[config.mk]
export PLATFORM = sky130hd
export DESIGN_NAME = pcs_front
export DESIGN_NICKNAME = d
export VERILOG_FILES = /design/src/hw/rtl/pcs_pkg.sv /design/src/hw/rtl/pcs_front.sv
export SDC_FILE = /design/constraint.sdc
export NUM_CORES = 2
export LEC_CHECK = 0
export BUFFER_PORTS_ARGS = -buffer_cell sky130_fd_sc_hd__buf_2
export CAP_MARGIN = 0
export CORE_MARGIN = 8
export CORE_UTILIZATION = 45
export DETAILED_ROUTE_END_ITERATION = 6
export GPL_TIMING_DRIVEN = 0
export SLEW_MARGIN = 20
export SYNTH_ARGS = -nofsm -noshare
export SYNTH_HDL_FRONTEND = slang
export SYNTH_SLANG_ARGS = --single-unit
[constraint.sdc]
create_clock -name clock -period 8.1 [get_ports clock]
set_input_delay 0.405 -clock clock [delete_from_list [all_inputs] [get_ports clock]]
set_output_delay 0.405 -clock clock [all_outputs]
set_load 0.02 [all_outputs]
[src/hw/rtl/pcs_pkg.sv]
`default_nettype none
package pcs_pkg;
   localparam int CoordWidth = 24;
   localparam int DiffWidth  = CoordWidth + 3;
   localparam int NumWidth   = 2 * DiffWidth + 2;
   localparam int SqWidth    = 2 * DiffWidth + 1;
   localparam int RootWidth  = (SqWidth + 1) / 2;
   localparam int DenWidth   = SqWidth + RootWidth;
   localparam int DividendWidth = NumWidth + 24;
   localparam int CurvWidth  = 32;

   typedef logic signed [CoordWidth-1:0] coord_type;
   typedef logic signed [DiffWidth-1:0] diff_type;

   // One curvature job handed from the front part to the back part.
   typedef struct packed {
      diff_type dx;
      diff_type dy;
      diff_type ddx;
      diff_type ddy;
      logic     final_result;
      logic     too_short;
   } job_type;
endpackage
`default_nettype wire

[src/hw/rtl/pcs_front.sv]
`default_nettype none
module pcs_front
   import pcs_pkg::*;
(
   input  wire logic      clock,
   input  wire logic      reset,
   input  wire logic      req_valid,
   output logic           req_stall,
   input  wire coord_type req_point_x,
   input  wire coord_type req_point_y,
   input  wire logic      req_end_of_line,
   output logic           job_valid,
   input  wire logic      job_stall,
   output job_type        job
);
   localparam logic [1:0] SlotCenter = 2'd0;
   localparam logic [1:0] SlotPrev   = 2'd1;
   localparam logic [1:0] SlotLast   = 2'd2;

   coord_type   wx_ff [5];
   coord_type   wy_ff [5];
   coord_type   wx_in [5];
   coord_type   wy_in [5];
   logic [2:0]  seen_ff, seen_in, span_cnt_ff, span_cnt_in;
   logic        span_end_ff, span_end_in;
   logic        busy_ff, busy_in;
   logic [1:0]  slot_ff, slot_in;
   logic        accept;
   logic [2:0]  r;
   diff_type    dx, dy, ax, ay, bx, by;
   logic [2:0]  ra, rb;

   assign accept    = req_valid && !req_stall;
   assign req_stall = busy_ff;

   function automatic logic first_at(input logic [2:0] idx, input logic [2:0] cnt);
      first_at = (cnt <= 3'd4) && (idx == 3'd4 - cnt);
   endfunction

   function automatic logic last_at(input logic [2:0] idx, input logic e);
      last_at = e && (idx == 3'd4);
   endfunction

   function automatic diff_type d1x(input logic [2:0] idx, input logic [2:0] cnt,
                                    input logic e, input coord_type p [5]);
      logic [2:0] a, b;
      a = idx + 3'd1; b = idx - 3'd1;
      if (first_at(idx, cnt)) b = idx;
      else if (last_at(idx, e)) a = idx;
      d1x = DiffWidth'(p[a]) - DiffWidth'(p[b]);
   endfunction

   always_comb begin
      unique case (slot_ff)
         SlotCenter: r = 3'd2;
         SlotPrev:   r = 3'd3;
         default:    r = 3'd4;
      endcase
      ra = r + 3'd1; rb = r - 3'd1;
      if (first_at(r, span_cnt_ff)) rb = r;
      else if (last_at(r, span_end_ff)) ra = r;
      dx = d1x(r, span_cnt_ff, span_end_ff, wx_ff);
      dy = d1x(r, span_cnt_ff, span_end_ff, wy_ff);
      ax = d1x(ra, span_cnt_ff, span_end_ff, wx_ff);
      ay = d1x(ra, span_cnt_ff, span_end_ff, wy_ff);
      bx = d1x(rb, span_cnt_ff, span_end_ff, wx_ff);
      by = d1x(rb, span_cnt_ff, span_end_ff, wy_ff);
      job.dx  = dx;
      job.dy  = dy;
      job.ddx = ax - bx;
      job.ddy = ay - by;
      job.final_result = (slot_ff == SlotLast);
      job.too_short    = span_end_ff && (span_cnt_ff == 3'd0);
      if (job.too_short) begin
         job.dx = '0; job.dy = '0; job.ddx = '0; job.ddy = '0;
      end
   end

   assign job_valid = busy_ff;

   always_comb begin
      for (int k = 0; k < 5; k++) begin
         wx_in[k] = wx_ff[k];
         wy_in[k] = wy_ff[k];
      end
      seen_in = seen_ff; span_cnt_in = span_cnt_ff; span_end_in = span_end_ff;
      busy_in = busy_ff; slot_in = slot_ff;
      if (accept) begin
         for (int k = 0; k < 4; k++) begin
            wx_in[k] = wx_ff[k+1];
            wy_in[k] = wy_ff[k+1];
         end
         wx_in[4] = req_point_x;
         wy_in[4] = req_point_y;
         span_cnt_in = seen_ff;
         span_end_in = req_end_of_line;
         if (req_end_of_line) seen_in = 3'd0;
         else if (seen_ff != 3'd7) seen_in = seen_ff + 3'd1;
         if (req_end_of_line && seen_ff == 3'd0) begin
            busy_in = 1'b1; slot_in = SlotLast;
         end else if (seen_ff >= 3'd2) begin
            busy_in = 1'b1; slot_in = SlotCenter;
         end else if (req_end_of_line) begin
            busy_in = 1'b1; slot_in = SlotPrev;
         end
      end else if (busy_ff && !job_stall) begin
         if (slot_ff == SlotLast || !span_end_ff) busy_in = 1'b0;
         else slot_in = slot_ff + 2'd1;
      end
   end

   always_ff @(posedge clock) begin
      if (reset) begin
         for (int k = 0; k < 5; k++) begin
            wx_ff[k] <= '0;
            wy_ff[k] <= '0;
         end
         seen_ff     <= '0;
         busy_ff     <= 1'b0;
         span_cnt_ff <= '0;
         span_end_ff <= 1'b0;
         slot_ff     <= SlotCenter;
      end else begin
         for (int k = 0; k < 5; k++) begin
            wx_ff[k] <= wx_in[k];
            wy_ff[k] <= wy_in[k];
         end
         seen_ff     <= seen_in;
         busy_ff     <= busy_in;
         span_cnt_ff <= span_cnt_in;
         span_end_ff <= span_end_in;
         slot_ff     <= slot_in;
      end
   end
endmodule
`default_nettype wire

# Yosys cells after proc, flatten, opt, wreduce, memory -nomap -nowiden
# Index checks and enable logic that the tools add are counted.
[op_classes]
addsub = 17
n_lt_le_gt_ge = 8
eq_ne = 11
muxes = 61
bitwise = 6
n_reduce_logical = 23
[ops]
columns = ["operator", "n"]
rows = [
  ["binary-select mux 24 bit (select 3 bit)", 12],
  ["2-to-1 mux 24 bit", 24],
  ["subtractor 24 x 24 -> 25 bit", 6],
  ["2-to-1 mux 108 bit", 1],
  ["subtractor 25 x 25 -> 26 bit", 2],
  ["2-to-1 mux 3 bit", 11],
  ["greater-or-equal comparator 4 bit, second input constant", 6],
  ["NOT 3 -> 4 bit", 6],
  ["adder 3 x 1 -> 3 bit, second input constant", 4],
  ["2-to-1 mux 2 bit", 6],
  ["logical AND 1 bit", 10],
  ["equality test 3 bit", 3],
  ["equality test 3 bit, second input constant", 3],
  ["subtractor 3 x 1 -> 3 bit, second input constant", 3],
  ["zero test 3 bit", 2],
  ["2-to-1 mux 1 bit", 6],
  ["one-hot mux 3 bit (2 select lines)", 1],
  ["AND reduction 3 bit", 2],
  ["nonzero test 2 bit", 3],
  ["!= test 4 x 2 -> 1 bit, second input constant", 1],
  ["greater-or-equal comparator 3 x 2 -> 1 bit, second input constant", 1],
  ["<= comparator 3 bit, second input constant", 1],
  ["zero test 1 bit", 3],
  ["!= test 3 bit, second input constant", 1],
  ["other kinds (8)", 8],
]
[word_totals]
register_bits = 250
in_bits = 53
out_inout_bits = 112
wordCells = 141

# Longest topological paths before layout
[depth]
ltp_word = 17
depth_mapped = 36
mapped_depth_nobuf = 30

# Worst setup path before layout
# No wires, ideal clock.
[synth_path]
kind = "register -> output"
start = "register span_cnt_ff[0]"
end = "output port job[55] (netlist bit)"
arrival_time_ns = 7.667
required_time_ns = 7.695
setup_slack_ns = 0.028
path_stages_with_launch = 35
path_buffers = 8
path_cell_list = "dfxtp_1 > buf_2 > inv_1 > ha_1 > ha_1 > buf_2 > nor4_1 > o22ai_2 > o21a_1 > buf_4 > inv_2 > buf_1 > clkbuf_1 > ha_1 > a41oi_2 > buf_6 > buf_4 > a21oi_1 > o22ai_1 > nand2_1 > fa_1 > inv_1 > fa_1 > inv_1 > ha_1 > a21oi_1 > o21ai_0 > a41oi_1 > o21ai_1 > o41ai_1 > o21ai_1 > o22ai_1 > xnor2_1 > nor2_1 > buf_4"
[synth_lines]
columns = ["item", "line_no", "text"]
rows = [
  ["start: declaration", "pcs_front.sv:24", "logic [2:0] seen_ff, seen_in, span_cnt_ff, span_cnt_in;"],
  ["start signal: assignment", "pcs_front.sv:130", "span_cnt_ff <= span_cnt_in;"],
  ["end: declaration", "pcs_front.sv:14", "output job_type job"],
]

==> impl_metrics.py <==
metrics = {
    "synth": {
        "ys_warn_count": 0,
        "synth_edf_count": 0,
        "syn_area_um2": 26200,
        "synthArstFlopShare_pct": 0,
        "syn_inst": 3612,
        "synth_cell_types": 79,
        "ys_ff_latch": 250,
        "synth_nets": 3880,
        "dominantRegCellSynth": "dfxtp_1",
        "postSynthAreaPerCell_um2": 7.25,
        "synth_seq_area_share_pct": 19.1,
    },
    "routing": {
        "wire_per_inst_um": 28.3,
        "post_drt_via_cell_ratio": 6.40,
        "first_pass_iters": 7,
        "drcViolationCount": 4,
        "drt_iter0_markers": 4737,
        "routed_wl_um": 132000,
        "vias": 30000,
        "ant_nets": 0,
    },
    "clocking": {
        "cts_tree": "yes",
        "cts_root_buf": "clkbuf_16",
        "clock-sinks": 250,
        "insertion_delay_ns": 0.57,
        "clk_pin_slew_ns": 0.07,
        "clockBufferDepth": 3,
        "htreeDepth": 2,
        "cts_buffers": 34,
        "cts_hold_buf": 0,
    },
    "timing": {
        "max_freq_ghz": 0.125,
        "finalCritPeriodShare_pct": 98.9,
        "rsz0062_at_grt": "yes",
        "worst_pin_slew_ns": 1.33,
        "finalClockSkew_ns": 0.0275,
        "finalHoldViolCount": 0,
        "layout_setup_ws_ns": 0.0926,
        "maxSlewHeadroom_pct": 11.5,
        "fin_crit_ns": 8.01,
        "drv_slew": 0,
        "setup_viol": 0,
    },
    "setup_path": {
        "worst_r2r_path_depth": 6,
        "cp-start-kind": "flip-flop",
        "critPathMaxFanout": 10,
        "endpoint_kind": "output pin",
        "cp.arrival_ns": 7.60,
        "critPathKind": "flip-flop to output pin",
        "ff2ff_setup_slack_ns": 5.22,
        "required_ns": 7.70,
    },
    "grt": {
        "grt_pass1_wl_um": 187000,
        "antenna_found_initial": 3,
        "overflow": 0,
        "grt_max_degree": 14,
        "grt.total_usage_pct": 37.6,
        "grt_pass1_vias": 27000,
    },
    "die": {
        "core_um2": 57600,
        "die_area_um2": 66200,
        "start_util_pct": 45.5,
        "die_x_um": 257,
        "placementRows": 88,
        "ios": 165,
        "die_y_um": 257,
    },
    "final_layout": {
        "postLayoutCoreUtil_pct": 53.7,
        "fillerInstances": 5725,
        "drive_gt1_share_pct": 16.9,
        "fin_nets": 4163,
        "area_delta_synth_final_pct": 18.1,
        "stdcell_count": 4686,
    },
    "placed_design": {
        "dp_hpwl_um": 95300,
        "dp_slack_ns": -2.88,
        "io_buffers": 163,
        "dpl.cell_count": 4541,
        "gp_congestion": 1.06,
    },
    "run_status": {
        "outcome": "complete, but fails checks",
        "violations": "design-rule violations",
    },
    "pwr": {
        "power.density_nw_per_um2": 313,
        "irDropWorstVdd_v": 0.000381,
        "p_leak_nw": 12.7,
        "p_total_w": 0.00967,
    },
    "run": {
        "drv_cap": 0,
    },
    "hold_path": {
        "min-delay-path-class": "primary input to flip-flop",
        "hold_depth": 3,
    },
}
[cells by family after synthesis]
logic type	synth area share [%]
flip-flops	19.1
AND/OR/NAND/NOR	21.3
AO/OA/AOI/OAI	25.6
multiplexers	10.5
adder cells (fa/ha/maj)	13.2
buffers and inverters	7.99
XOR/XNOR	2.33
[metrics by stage]
step	cell area [µm²]	hold WS [ns]	setup TNS (ns)
5_1_grt	30900	0.0785	-0.118
3_3_place_gp	28000	0.463	-86.86
4_1_cts	30100	0.0565	0
6_report	30900	0.0711	0
2_1_floorplan	26200	0.449	0
3_5_place_dp	28000	0.469	-85.89
[cell usage after synthesis, drive strengths merged (7+ instances only)]
| library cell | number | share of area (%) |
|---|---|---|
| and2 | 50 | 1.2 |
| clkbuf | 236 | 3.4 |
| a22oi | 81 | 2.3 |
| a31oi | 8 | 0.19 |
| a221o | 10 | 0.38 |
| o21bai | 9 | 0.26 |
| nor2 | 151 | 2.2 |
| a21oi | 465 | 8.9 |
| ha | 115 | 5.5 |
| a21o | 36 | 1.0 |
| or2 | 7 | 0.17 |
| nor2b | 20 | 0.48 |
| o221ai | 73 | 2.4 |
| o21ai | 137 | 2.6 |
| nor3 | 50 | 0.96 |
| dfxtp | 250 | 19 |
| o21a | 20 | 0.57 |
| mux2i | 38 | 1.5 |
| mux2 | 50 | 2.1 |
| nand2b | 18 | 0.43 |
| and3 | 10 | 0.24 |
| nand3 | 13 | 0.25 |
| fa | 100 | 7.6 |
| buf | 92 | 2.0 |
| a221oi | 38 | 1.7 |
| a2bb2oi | 27 | 0.90 |
| xnor2 | 37 | 1.3 |
| a211oi | 27 | 0.79 |
| o22ai | 26 | 0.64 |
| mux4 | 80 | 6.9 |
| o211ai | 36 | 1.1 |
| nand2 | 996 | 14 |
| xor2 | 31 | 1.0 |
| or3 | 12 | 0.31 |
| inv | 184 | 2.6 |
[final timing paths]
kind | to | start
max reg2reg | wy_ff[94] | job_valid
min | wx_ff[17] | req_point_x[17]
max | job[53] | slot_ff[1]
min reg2reg | span_cnt_ff[1] | span_cnt_ff[1]
[per-layer routing]
metal	GRT usage (%)	vias up	wire length [µm]
met5	0	-	0
met4	17.7	0	7150
met3	15.9	439	21100
met2	51.1	2328	51500
met1	50.7	14100	52600
li1	-	13200	-
[critical path, stage by stage, from the launching register on]
cell and delay (ns):
dfxtp_2 0.34, inv_1 0.10, ha_1 0.20, buf_4 0.17, xnor2_1 0.16, a22oi_2 0.11, nand2b_4 0.18, o21ai_2 0.78
clkbuf_1 0.99, nor3_1 0.11, o21ai_1 0.18, nand2_1 0.10, fa_1 0.51, inv_1 0.06, fa_2 0.60, inv_1 0.06
ha_2 0.18, a21o_1 0.16, a21o_1 0.17, a21o_1 0.20, a311o_1 0.36, o21a_1 0.23, o31ai_2 0.29, a21boi_1 0.11
or3_1 0.37, and3b_1 0.19, buf_6 0.13
[power breakdown]
group          internal [W]  switching, W
Sequential          0.00126     0.0000354
Clock               0.00104      0.000659
Combinational       0.00245       0.00423
Total               0.00475       0.00492
[cells in the final DEF, fill, tap and decap left out, types with 37 or more instances in the layout]
cell / netlist / final
buf_4: 20 / 97
clkbuf_1: 236 / 209
ha_1: 115 / 105
mux4_2: 80 / 80
o21ai_0: 112 / 108
mux2_2: 50 / 50
clkbuf_16: 0 / 40
fa_1: 100 / 95
nand2_1: 995 / 993
o221ai_1: 73 / 72
dfxtp_1: 250 / 248
a21oi_1: 464 / 455
mux2i_1: 38 / 37
nor3_1: 50 / 48
a22oi_1: 81 / 77
and2_1: 50 / 50
nor2_1: 151 / 150
inv_1: 182 / 176
buf_2: 53 / 193
[area by class of cell]
cell class | count | area, µm² | area share (%)
clock inverter | 15 | 268 | 0.865
sequential | 250 | 5010 | 16.2
timing repair buffer | 250 | 1610 | 5.22
tap | 765 | 957 | 3.09
clock buffer | 44 | 940 | 3.04
multi-input combinational | 2850 | 19600 | 63.4
antenna | 3 | 7.51 | 0.0243
inverter | 184 | 706 | 2.28
buffer | 325 | 1840 | 5.94
[registers in the layout, indices dropped and copies added (netlist names)]
name / flops
wy_ff: 120
span_cnt_ff: 3
slot_ff: 2
span_end_ff: 1
wx_ff: 120
seen_ff: 3
job_valid: 1
[what timing repair did]
item	in CTS	in global routing
setup endpoints to repair	65	24
pin swaps	20	53
cloned	0	3
buffers inserted	36	47
resized for setup	151	119
Power figures use the tool's default switching activity.
