[src/hw/rtl/pcs_pkg.sv]
`default_nettype none
package pcs_pkg;
   localparam int CoordWidth = 24;
   localparam int DiffWidth  = CoordWidth + 3;
   localparam int NumWidth   = 2 * DiffWidth + 2;
   localparam int SqWidth    = 2 * DiffWidth + 1;
   localparam int RootWidth  = (SqWidth + 1) / 2;
   localparam int DenWidth   = SqWidth + RootWidth;
   localparam int DividendWidth = NumWidth + 24;
   localparam int CurvWidth  = 32;

   typedef logic signed [CoordWidth-1:0] coord_type;
   typedef logic signed [DiffWidth-1:0] diff_type;

   // One curvature job handed from the front part to the back part.
   typedef struct packed {
      diff_type dx;
      diff_type dy;
      diff_type ddx;
      diff_type ddy;
      logic     final_result;
      logic     too_short;
   } job_type;
endpackage
`default_nettype wire

[src/hw/rtl/pcs_queue.sv]
`default_nettype none
module pcs_queue
   import pcs_pkg::*;
(
   input  wire logic    clock,
   input  wire logic    reset,
   input  wire logic    in_valid,
   output logic         in_stall,
   input  wire job_type in_job,
   output logic         out_valid,
   input  wire logic    out_stall,
   output job_type      out_job
);
   job_type    mem_ff [2];
   logic       wp_ff, rp_ff;
   logic [1:0] cnt_ff;
   logic       push, pop;

   assign in_stall  = (cnt_ff == 2'd2);
   assign out_valid = (cnt_ff != 2'd0);
   assign out_job   = mem_ff[rp_ff];
   assign push = in_valid && !in_stall;
   assign pop  = out_valid && !out_stall;

   always_ff @(posedge clock) begin
      if (push) mem_ff[wp_ff] <= in_job;
      if (reset) begin
         wp_ff <= 1'b0; rp_ff <= 1'b0; cnt_ff <= '0;
      end else begin
         if (push) wp_ff <= !wp_ff;
         if (pop)  rp_ff <= !rp_ff;
         cnt_ff <= cnt_ff + {1'b0, push} - {1'b0, pop};
      end
   end
endmodule
`default_nettype wire

[config.mk]
export PLATFORM = sky130hd
export DESIGN_NAME = pcs_queue
export DESIGN_NICKNAME = d
export VERILOG_FILES = /design/src/hw/rtl/pcs_pkg.sv /design/src/hw/rtl/pcs_queue.sv
export SDC_FILE = /design/constraint.sdc
export NUM_CORES = 1
export LEC_CHECK = 0
export BUFFER_PORTS_ARGS = -buffer_cell sky130_fd_sc_hd__buf_2
export CAP_MARGIN = 20
export CORE_UTILIZATION = 45
export CTS_CLUSTER_SIZE = 30
export DETAILED_ROUTE_END_ITERATION = 12
export GPL_ROUTABILITY_DRIVEN = 0
export GPL_TIMING_DRIVEN = 0
export PLACE_DENSITY = 0.68
export SYNTH_ARGS = -nofsm -noshare
export SYNTH_HDL_FRONTEND = slang
export SYNTH_SLANG_ARGS = --single-unit
[constraint.sdc]
create_clock -name clock -period 4.8 [get_ports clock]
set_clock_uncertainty 0.05 [all_clocks]
set_input_delay 0.96 -clock clock [delete_from_list [all_inputs] [get_ports clock]]
set_output_delay 0.96 -clock clock [all_outputs]
set_load 0.005 [all_outputs]
### Word level (Yosys, flattened, before mapping)

Memories as Yosys holds them, arrays and structs flattened. A register that Yosys moved wholly into a read port is not among the register bits.
Index checks and enable logic that the tools add are counted.

* register bits: 4
* memories kept: 1
* RAM bits: 220
* input port bits: 114
* word-level logic and storage cells: 18

Memory list
* mem_ff: words 2, bits a word 110, rd ports 1, clocked after Yosys merged registers in 1, wr ports 1, RTL line pcs_queue.sv:14 `job_type mem_ff [2];`

* equal/unequal tests: 1
* mux-type cells: 4
* reductions and logical operators: 7
* $add $sub $neg: 2

Operator list (number)
* $logic_not 1->1: 4
* $mux 1: 4
* $add 2x1->2: 1
* $eq 2x2->1 const B: 1
* $logic_and 1x1->1: 2
* $reduce_bool 2->1: 1
* $sub 2x1->2: 1

### Longest topological paths before layout

Gate-level depths: netlist of run 1.

* depth in word-level cells: 5
* mapped depth: 8
* mapped depth without buffers: 8

### Worst setup path before layout of run 1

OpenSTA, ideal clock, no wires.

* kind: input to register
* from: input in_valid
* to: memory mem_ff[1][0] (netlist name), enable pin
* library setup time: 482 ps
* cell stages on the path: 1
* data arrival time: 3551 ps
* buffers on the path: 0
* required time: 4268 ps
* slack: 717 ps
* cell sequence: and3_1

* longest elaborated chain between the ends: 3

Ends and longest elaborated chain
* start, declared: RTL line pcs_queue.sv:7 `input wire logic in_valid,`
* $logic_and 1x1->1: RTL line pcs_queue.sv:22 `assign push = in_valid && !in_stall;`
* $mux 1: RTL line pcs_queue.sv:26 `if (push) mem_ff[wp_ff] <= in_job;`
* $mux 1 (not written as such): RTL line pcs_queue.sv:26
* end, declared: RTL line pcs_queue.sv:14

No other way between the ends.

==> results of run 1 <==
layout by cell type (no fill, tap or decap), types with 2 or more instances in the layout:
| cell type | n |
|---|---|
| nor2_1 | 3 |
| dfxtp_1 | 5 |
| clkbuf_16 | 23 |
| buf_16 | 2 |
| buf_6 | 11 |
| o21ai_0 | 2 |
| clkinv_2 | 8 |
| or3_1 | 2 |
| edfxtp_1 | 220 |
| ha_1 | 2 |
| buf_2 | 226 |
| mux2_2 | 110 |
| inv_1 | 3 |
| clkinv_1 | 6 |
| a21oi_1 | 3 |
worst paths after layout:
check / endpoint / depth (start not counted)
worst max-delay path: out_job[62] / 4
worst min-delay path: wp_ff / 2
worst max register to register: mem_ff[0][49] / 5
worst min register to register: wp_ff / 2
cells in the mapped netlist, drive strengths merged:
cell and n:
nand2b 1, nor2b 1, buf 12, mux2 110
edfxtp 220, dfxtp 5, inv 5, and3 1
xnor2 1, nor2 3, or3 2, nand2 1
a21oi 3, xor2 1, o21ai 2, ha 2
power groups by stage:
| stage | registers, mW | clock network (mW) | logic, mW |
|---|---|---|---|
| after floorplan | 2.57 | 0 | 0.636 |
| after global placement | 2.59 | 0 | 1.07 |
| after detailed placement | 2.56 | 0 | 1.11 |
| after CTS | 2.52 | 1.67 | 1.12 |
| after global routing | 2.55 | 1.74 | 1.20 |
| final | 2.52 | 1.62 | 1.09 |
worst max-delay path, cell delays in order, from the launching register on:
cell     delay, ns
dfxtp_1       0.33
buf_6         0.20
buf_6         0.19
mux2_2        0.36
buf_2         0.13
cells by family (layout without fill, tap and decap cells):
logic type | after synthesis | count (layout)
buffers and inverters | 17 | 285
multiplexers | 110 | 110
flip-flops | 225 | 225
AO/OA/AOI/OAI | 5 | 5
XOR/XNOR | 2 | 2
adder cells (fa/ha/maj) | 2 | 2
AND/OR/NAND/NOR | 9 | 9
final cells by class:
cell class	count	share of cell area, %
Clock inverter	17	1.049
Tap cell	229	2.762
Sequential cell	225	64.66
Inverter	5	0.2051
Multi-Input combinational cell	128	13.11
Buffer	12	1.242
Timing Repair Buffer	227	11.39
Clock buffer	24	5.585
flip-flops by register name (all words and copies together) (netlist names), named ones only:
name and count:
wp_ff 1, mem_ff 220, rp_ff 1, cnt_ff 2
per-layer routing:
layer / global-route usage, % / routed length, um
met4: 4.884 / 205
met1: 17.92 / 5825
met3: 4.222 / 1088
met2: 28.06 / 7930
met5: 0 / 0
==> metrics.cfg, run 1 <==
[cells_and_area]
multi_input_area_sq_um=1360
antennaDiodeCount=0
seqCellArea_sq_um=6706
layout-area-overhead-vs-synth_pct=26.35
fin_util_pct=57.94
fillers=1388
fin_area_sq_um=10370
fin_nets=738
drive_gt1_share_pct=60.66
layout.cells.non_filler=867

[sta]
fmax_mhz=366.5
hold_viol=0
rsz0062_at_grt=false
setup_tns_ns=0
max_slew_margin_pct=55.27
timing.final.ws_setup_ns=2.072
slew_violations=0
setup_viol=0
fin_crit_sh_pct=56.84
holdWs_ns=0.4564
finalCriticalPeriod_ns=2.728
max_slew.worst_pin.slew_ns=0.6710

[yosys]
syn_inst=370
synth-compound-area-share_pct=0.3048
synth_fa_ha_area_share_pct=0.3048
synth_top_area_share_pct=80.48
ys_warn_count=0
synthesis.nets=486
yosys.area_share.simple_pct=0.5944
synth-seq-area-share_pct=81.69
synth_xor_area_share_pct=0.2134
yosys.area.top_type=edfxtp_1
ys_seq_elements=225
synth_cell_types=18
synth_top_family_by_area=multiplexers
synthMuxAreaShare_pct=15.09
syn_avg_cell_area_sq_um=22.19
syn-cell-area_sq_um=8209
synth_top_cells_by_area=edfxtp_1, mux2_2, buf_6

[run_status]
status=finished with violations
violations=DRC

[power_and_ir_drop]
pwr_density_cell_nw_per_um2=504.7
irDropWorstVdd_v=0.0004132
power_switching_mw=1.271
p_sw_share_pct=24.28
p_leak_nw=3.907
internal-power_mw=3.964
combPwrFrac_pct=20.9
p_total_mw=5.235
clkPwrFrac_pct=31.0
pwr-share-seq_pct=48.1

[critical_path]
crit_fanout=10
r2r_slack_ns=2.59
endpoint_kind=output pin
required_ns=3.79
r2r_start=cnt_ff[0]
critPathKind=register to output pin
worstPathArrival_ns=1.72
startpoint_type=register

[clock_tree]
clk_transition_reported_paths_ns=0.06
numCtsBuffers=23
cts_tree=yes
cts-resized-gates=0
cts.hold.buffers_added=0
postCtsSetupBuffers=0
clock_sinks=225
htreeDepth=1
clk_latency_ns=0.50
clk_path_buf_depth=3
cts-root-buf=clkbuf_16

[placement]
place_ws_ns=1.938
dp_hpwl_mm=9.844
placedCellCount=826
post_dp_cell_area_sq_um=9684
portBuffers=225

[detailed_routing]
wl_per_cell_um=17.36
vias=4215
antenna_left=0
drc=1
dr.pass1.iters=8
drt-total-wl_mm=15.05
vias_per_cell=4.862
drt_iter0_drc=165

[floorplanning]
rows=49
coreArea_sq_um=17900
start_util_pct=45.86
dieArea_sq_um=18790
io_pins=226
die_w_um=137.1
die_y_um=137.1

[grt]
grt_start_max_net_pins=68
grt_use_total_pct=15.59
grt_pass1_wl_mm=22.25
first_global_vias=4388
antenna_found_initial=0
grt-ovfl-total=0

[run]
cap_violations=0

[min_path]
hold_class=register to register
hp-start=wp_ff

Power figures use the tool's default switching activity.
==> run 2: changes to the inputs <==
- PLACE_DENSITY: 0.68 -> 0.71
- clock period: 4.8 -> 2.5 ns (I/O delays scaled with it)
==> metrics.cfg, run 2 (synthesis results as in run 1) <==
[floorplanning]
io_pins=226  ; unchanged
dieArea_sq_um=18790  ; unchanged
rows=49  ; unchanged
die_w_um=137.1  ; unchanged
die_y_um=137.1  ; unchanged
start_util_pct=45.86  ; unchanged
coreArea_sq_um=17900  ; unchanged

[sta]
hold_viol=0  ; unchanged
timing.final.ws_setup_ns=0.2345  ; was 2.072 ns
setup_viol=0  ; unchanged
setup_tns_ns=0  ; unchanged
finalCriticalPeriod_ns=2.265
slew_violations=0  ; unchanged
max_slew_margin_pct=47.63  ; was 55.27%
max_slew.worst_pin.slew_ns=0.7813  ; was 0.6710 ns
rsz0062_at_grt=false  ; unchanged
fin_crit_sh_pct=90.62
fmax_mhz=441.4
holdWs_ns=0.1503  ; was 0.4564 ns

[cells_and_area]
regMostFlops=mem_ff  ; unchanged
fillers=1365  ; was 1388
final_common_cell=buf_2  ; unchanged
layout-area-overhead-vs-synth_pct=27.25  ; was 26.35%
largest_reg_flops=220  ; unchanged
fin_area_sq_um=10450  ; was 10370 sq um
reg_top3=mem_ff (220), cnt_ff (2)  ; unchanged
final_cell_mix=buf_2, edfxtp_1, mux2_2, clkbuf_16, buf_6  ; unchanged
fin_nets=740  ; was 738
drive_gt1_share_pct=60.66  ; unchanged

[grt]
first_global_vias=4246  ; was 4388
antenna_found_initial=1  ; was 0
grt_use_total_pct=14.82  ; was 15.59%
grt_start_max_net_pins=66  ; was 68
grt-ovfl-total=0  ; unchanged
grt_pass1_wl_mm=21.22  ; was 22.25 mm

[placement]
portBuffers=225  ; unchanged
dp_hpwl_mm=9.828  ; was 9.844 mm
place_ws_ns=-0.1024  ; was 1.938 ns
post_dp_cell_area_sq_um=9716  ; was 9684 sq um

[critical_path]
crit_family=buffers and inverters  ; unchanged
startpoint_type=register  ; unchanged
path_cells=buf_6, buf_6, mux2_2, buf_2  ; unchanged
required_ns=1.95  ; was 3.79 ns
crit_fanout=10  ; unchanged
endpoint_kind=output pin  ; unchanged
slowest_stage=mux2_2  ; unchanged
crit_path_frequent_cell=buf_6  ; unchanged
critPathKind=register to output pin  ; unchanged
critPathBufInv=3  ; unchanged
worstPathArrival_ns=1.72  ; about the same
crit_path_max_incr_delay_ns=0.35  ; was 0.36 ns

[detailed_routing]
dr.pass1.iters=4  ; was 8
antenna_left=0  ; unchanged
drt-total-wl_mm=14.91  ; was 15.05 mm
drc=0  ; was 1
vias_per_cell=4.836  ; was 4.862
drt_iter0_drc=229  ; was 165
wl_per_cell_um=17.18  ; was 17.36 um
vias=4198  ; was 4215

[clock_tree]
cts.hold.buffers_added=0  ; unchanged
cts_tree=yes  ; unchanged
cts-resized-gates=0  ; unchanged
clk_path_buf_depth=3  ; unchanged
cts-root-buf=clkbuf_16  ; unchanged
numCtsBuffers=23  ; unchanged
htreeDepth=1  ; unchanged
clk_latency_ns=0.48  ; was 0.50 ns
postCtsSetupBuffers=0  ; unchanged
clk_transition_reported_paths_ns=0.06  ; about the same
clock_sinks=225  ; unchanged

[min_path]
hold_class=input port to register  ; was register to register

[run]
cap_violations=0  ; unchanged

[power_and_ir_drop]
irDropWorstVdd_v=0.0006341  ; was 0.0004132 V
pwr_density_cell_nw_per_um2=979.7  ; was 504.7 nW/um^2
p_leak_nw=3.924  ; was 3.907 nW
p_total_mw=10.23  ; was 5.235 mW

[run_status]
status=complete, no violations  ; was finished with violations

[run 2: final timing paths]
check	start	end	slack, ns	depth (start not counted)
worst min-delay path	in_job[86]	mem_ff[1][86]	0.15	1
worst max register to register	cnt_ff[0]	mem_ff[0][73]	0.23	6
worst max-delay path	register	out_job[21]	0.23	4
worst min register to register	wp_ff	wp_ff	0.46	2
[run 2: layout make-up]
type	instances	area [sq um]	share of cell area, %
flip-flops and latches	225	6706	64.20
multi-input cells	128	1370	13.12
repair buffers	228	1194	11.43
clock buffers	25	583.1	5.581
well taps	229	286.5	2.743
clock inverters	14	140.1	1.341
plain buffers	12	128.9	1.234
inverters	5	30.03	0.2875
repair inverters	1	5.005	0.04791
diodes	1	2.502	0.02395
[run 2: metrics by stage]
stage / cells / util, %
after detailed placement: 827 / 54.27
after floorplan: 370 / -
final: 868 / 58.35
after CTS: 866 / 58.31
after global placement: 824 / 53.87
after global routing: 867 / 58.34
[run 2: routing by layer]
layer / up-vias / share of wire (%) / track usage, %
li1: 1970 / - / -
met1: 2040 / 39 / 17.13
met2: 157 / 51 / 26.07
met3: 31 / 8.4 / 4.741
met4: 0 / 2.1 / 4.579
met5: - / 0 / 0
[run 2: power by group]
part | total (mW) | internal, mW | leakage, nW | switching, mW
clock | 3.27 | 1.98 | 0.355 | 1.29
sequential | 4.84 | 4.73 | 2.10 | 0.115
combinational | 2.12 | 1.12 | 1.47 | 1.00
==> run 3: changes to the inputs <==
- CORE_UTILIZATION: 45 -> 47
- PLACE_DENSITY: 0.71 -> 0.74
==> metrics.cfg, run 3 (synthesis results as in run 1) <==
[sta]
hold_viol=0  ; unchanged
setup_viol=0  ; unchanged
max_slew_margin_pct=41.91  ; was 47.63%
max_slew.worst_pin.slew_ns=0.8695  ; was 0.7813 ns
fmax_mhz=439.4  ; was 441.4 MHz
setup_tns_ns=0  ; unchanged
finalCriticalPeriod_ns=2.276  ; was 2.265 ns
fin_crit_sh_pct=91.03  ; was 90.62%
rsz0062_at_grt=false  ; unchanged
timing.final.ws_setup_ns=0.2244  ; was 0.2345 ns
slew_violations=0  ; unchanged
holdWs_ns=0.1355  ; was 0.1503 ns

[critical_path]
startpoint_type=register  ; unchanged
slowest_stage=mux2_2  ; unchanged
required_ns=1.95  ; about the same
crit_path_frequent_cell=buf_6  ; unchanged
path_cells=buf_6, buf_6, mux2_2, buf_2  ; unchanged
crit_fanout=10  ; unchanged
endpoint_kind=output pin  ; unchanged
crit_path_max_incr_delay_ns=0.35  ; about the same
worst-r2r-cell-count=5  ; was 6
r2r_slack_ns=0.24  ; was 0.23 ns
critPathKind=register to output pin  ; unchanged
r2r_start=cnt_ff[0]  ; unchanged
worstPathArrival_ns=1.73  ; was 1.72 ns

[cells_and_area]
reg_top3=mem_ff (220), cnt_ff (2)  ; unchanged
largest_reg_flops=220  ; unchanged
fin_nets=740  ; unchanged
layout-area-overhead-vs-synth_pct=27.77  ; was 27.25%
final_cell_mix=buf_2, edfxtp_1, mux2_2, clkbuf_16, buf_6  ; unchanged
fillers=1234  ; was 1365
layout.cells.non_filler=861  ; was 868
seqCellArea_sq_um=6706  ; unchanged
final_common_cell=buf_2  ; unchanged
multi_input_area_sq_um=1370  ; unchanged
drive_gt1_share_pct=60.94  ; was 60.66%
regMostFlops=mem_ff  ; unchanged

[floorplanning]
die_w_um=134.2  ; was 137.1 um
start_util_pct=48.81  ; was 45.86%
die_y_um=134.2  ; was 137.1 um
coreArea_sq_um=16820  ; was 17900 sq um
rows=47  ; was 49
dieArea_sq_um=18000  ; was 18790 sq um
io_pins=226  ; unchanged

[clock_tree]
cts_tree=yes  ; unchanged
cts-resized-gates=0  ; unchanged
postCtsSetupBuffers=0  ; unchanged
cts-root-buf=clkbuf_16  ; unchanged
htreeDepth=1  ; unchanged
clock_sinks=225  ; unchanged
clk_path_buf_depth=3  ; unchanged
numCtsBuffers=24  ; was 23
clk_transition_reported_paths_ns=0.06  ; about the same
cts.hold.buffers_added=0  ; unchanged
clk_latency_ns=0.50  ; was 0.48 ns

[grt]
grt_use_total_pct=16.20  ; was 14.82%
grt_pass1_wl_mm=22.60  ; was 21.22 mm
first_global_vias=4532  ; was 4246
antenna_found_initial=1  ; unchanged
grt-ovfl-total=0  ; unchanged
grt.met2_usage_pct=28.79  ; was 26.07%
grt-busiest-layer=met2  ; unchanged
grt_use_met3_pct=4.271  ; was 4.741%
grt_use_met1_pct=18.35  ; was 17.13%
grt_start_max_net_pins=57  ; was 66

[power_and_ir_drop]
p_total_mw=10.41  ; was 10.23 mW
pwr-share-seq_pct=46.5  ; was 47.3%
internal-power_mw=7.968  ; was 7.827 mW
power_switching_mw=2.445  ; was 2.407 mW
irDropWorstVdd_v=0.0006468  ; was 0.0006341 V
p_sw_share_pct=23.48  ; was 23.52%
pwr_density_cell_nw_per_um2=992.8  ; was 979.7 nW/um^2
p_leak_nw=3.950  ; was 3.924 nW
clkPwrFrac_pct=33.1  ; was 31.9%
combPwrFrac_pct=20.3  ; was 20.7%

[detailed_routing]
drt_iter0_drc=134  ; was 229
vias=4212  ; was 4198
drt-total-wl_mm=14.93  ; was 14.91 mm
dr.pass1.iters=4  ; unchanged
wl_per_cell_um=17.34  ; was 17.18 um
drc=0  ; unchanged
antenna_left=0  ; unchanged
vias_per_cell=4.892  ; was 4.836

[run]
cap_violations=0  ; unchanged

[min_path]
hp-start=in_job[33]  ; was in_job[86]
hold_class=input port to register  ; unchanged
hold_depth=1  ; unchanged

[placement]
portBuffers=225  ; unchanged
dp_hpwl_mm=10.04  ; was 9.828 mm
place_ws_ns=0.06402  ; was -0.1024 ns
placedCellCount=818  ; was 827

[run_status]
status=complete, no violations  ; unchanged

[run 3: per-layer routing]
metal / part of all wire, % / up-vias
met5: 0 / -
met4: 3.3 / 0
met3: 7.2 / 43
met2: 51 / 168
met1: 38 / 2030
li1: - / 1971
[run 3: through the flow]
stage	area, sq um	utilization [%]
after global routing	10490	62.36
after CTS	10490	62.35
final	10490	62.36
after detailed placement	9704	57.70
after floorplan	8232	-
after global placement	9633	57.28
[run 3: worst paths after layout]
path                                       to
worst min-delay path            mem_ff[1][33]
worst max-delay path              out_job[14]
worst max register to register  mem_ff[0][51]
worst min register to register          wp_ff
[run 3: area by class of cell]
cell class | instances | area share (%)
Sequential cell | 225 | 63.94
Multi-Input combinational cell | 128 | 13.06
Timing Repair Buffer | 228 | 11.38
Clock buffer | 28 | 6.072
Tap cell | 220 | 2.624
Clock inverter | 14 | 1.384
Buffer | 12 | 1.229
Inverter | 5 | 0.2863
Antenna cell | 1 | 0.02386
[run 3: critical path: cells and delay by family, from the launching register on]
family	cells	cell delay, ns
flops	1	0.34
buf+inv	3	0.53
mux	1	0.35
[run 3: power groups by stage]
stage / clock [mW] / combinational (mW) / sequential, mW
floorplan: 0 / 1.23 / 4.90
global placement: 0 / 2.06 / 4.93
detailed placement: 0 / 2.15 / 4.93
CTS: 3.53 / 2.17 / 4.85
global route: 3.65 / 2.30 / 4.89
finish: 3.45 / 2.12 / 4.85
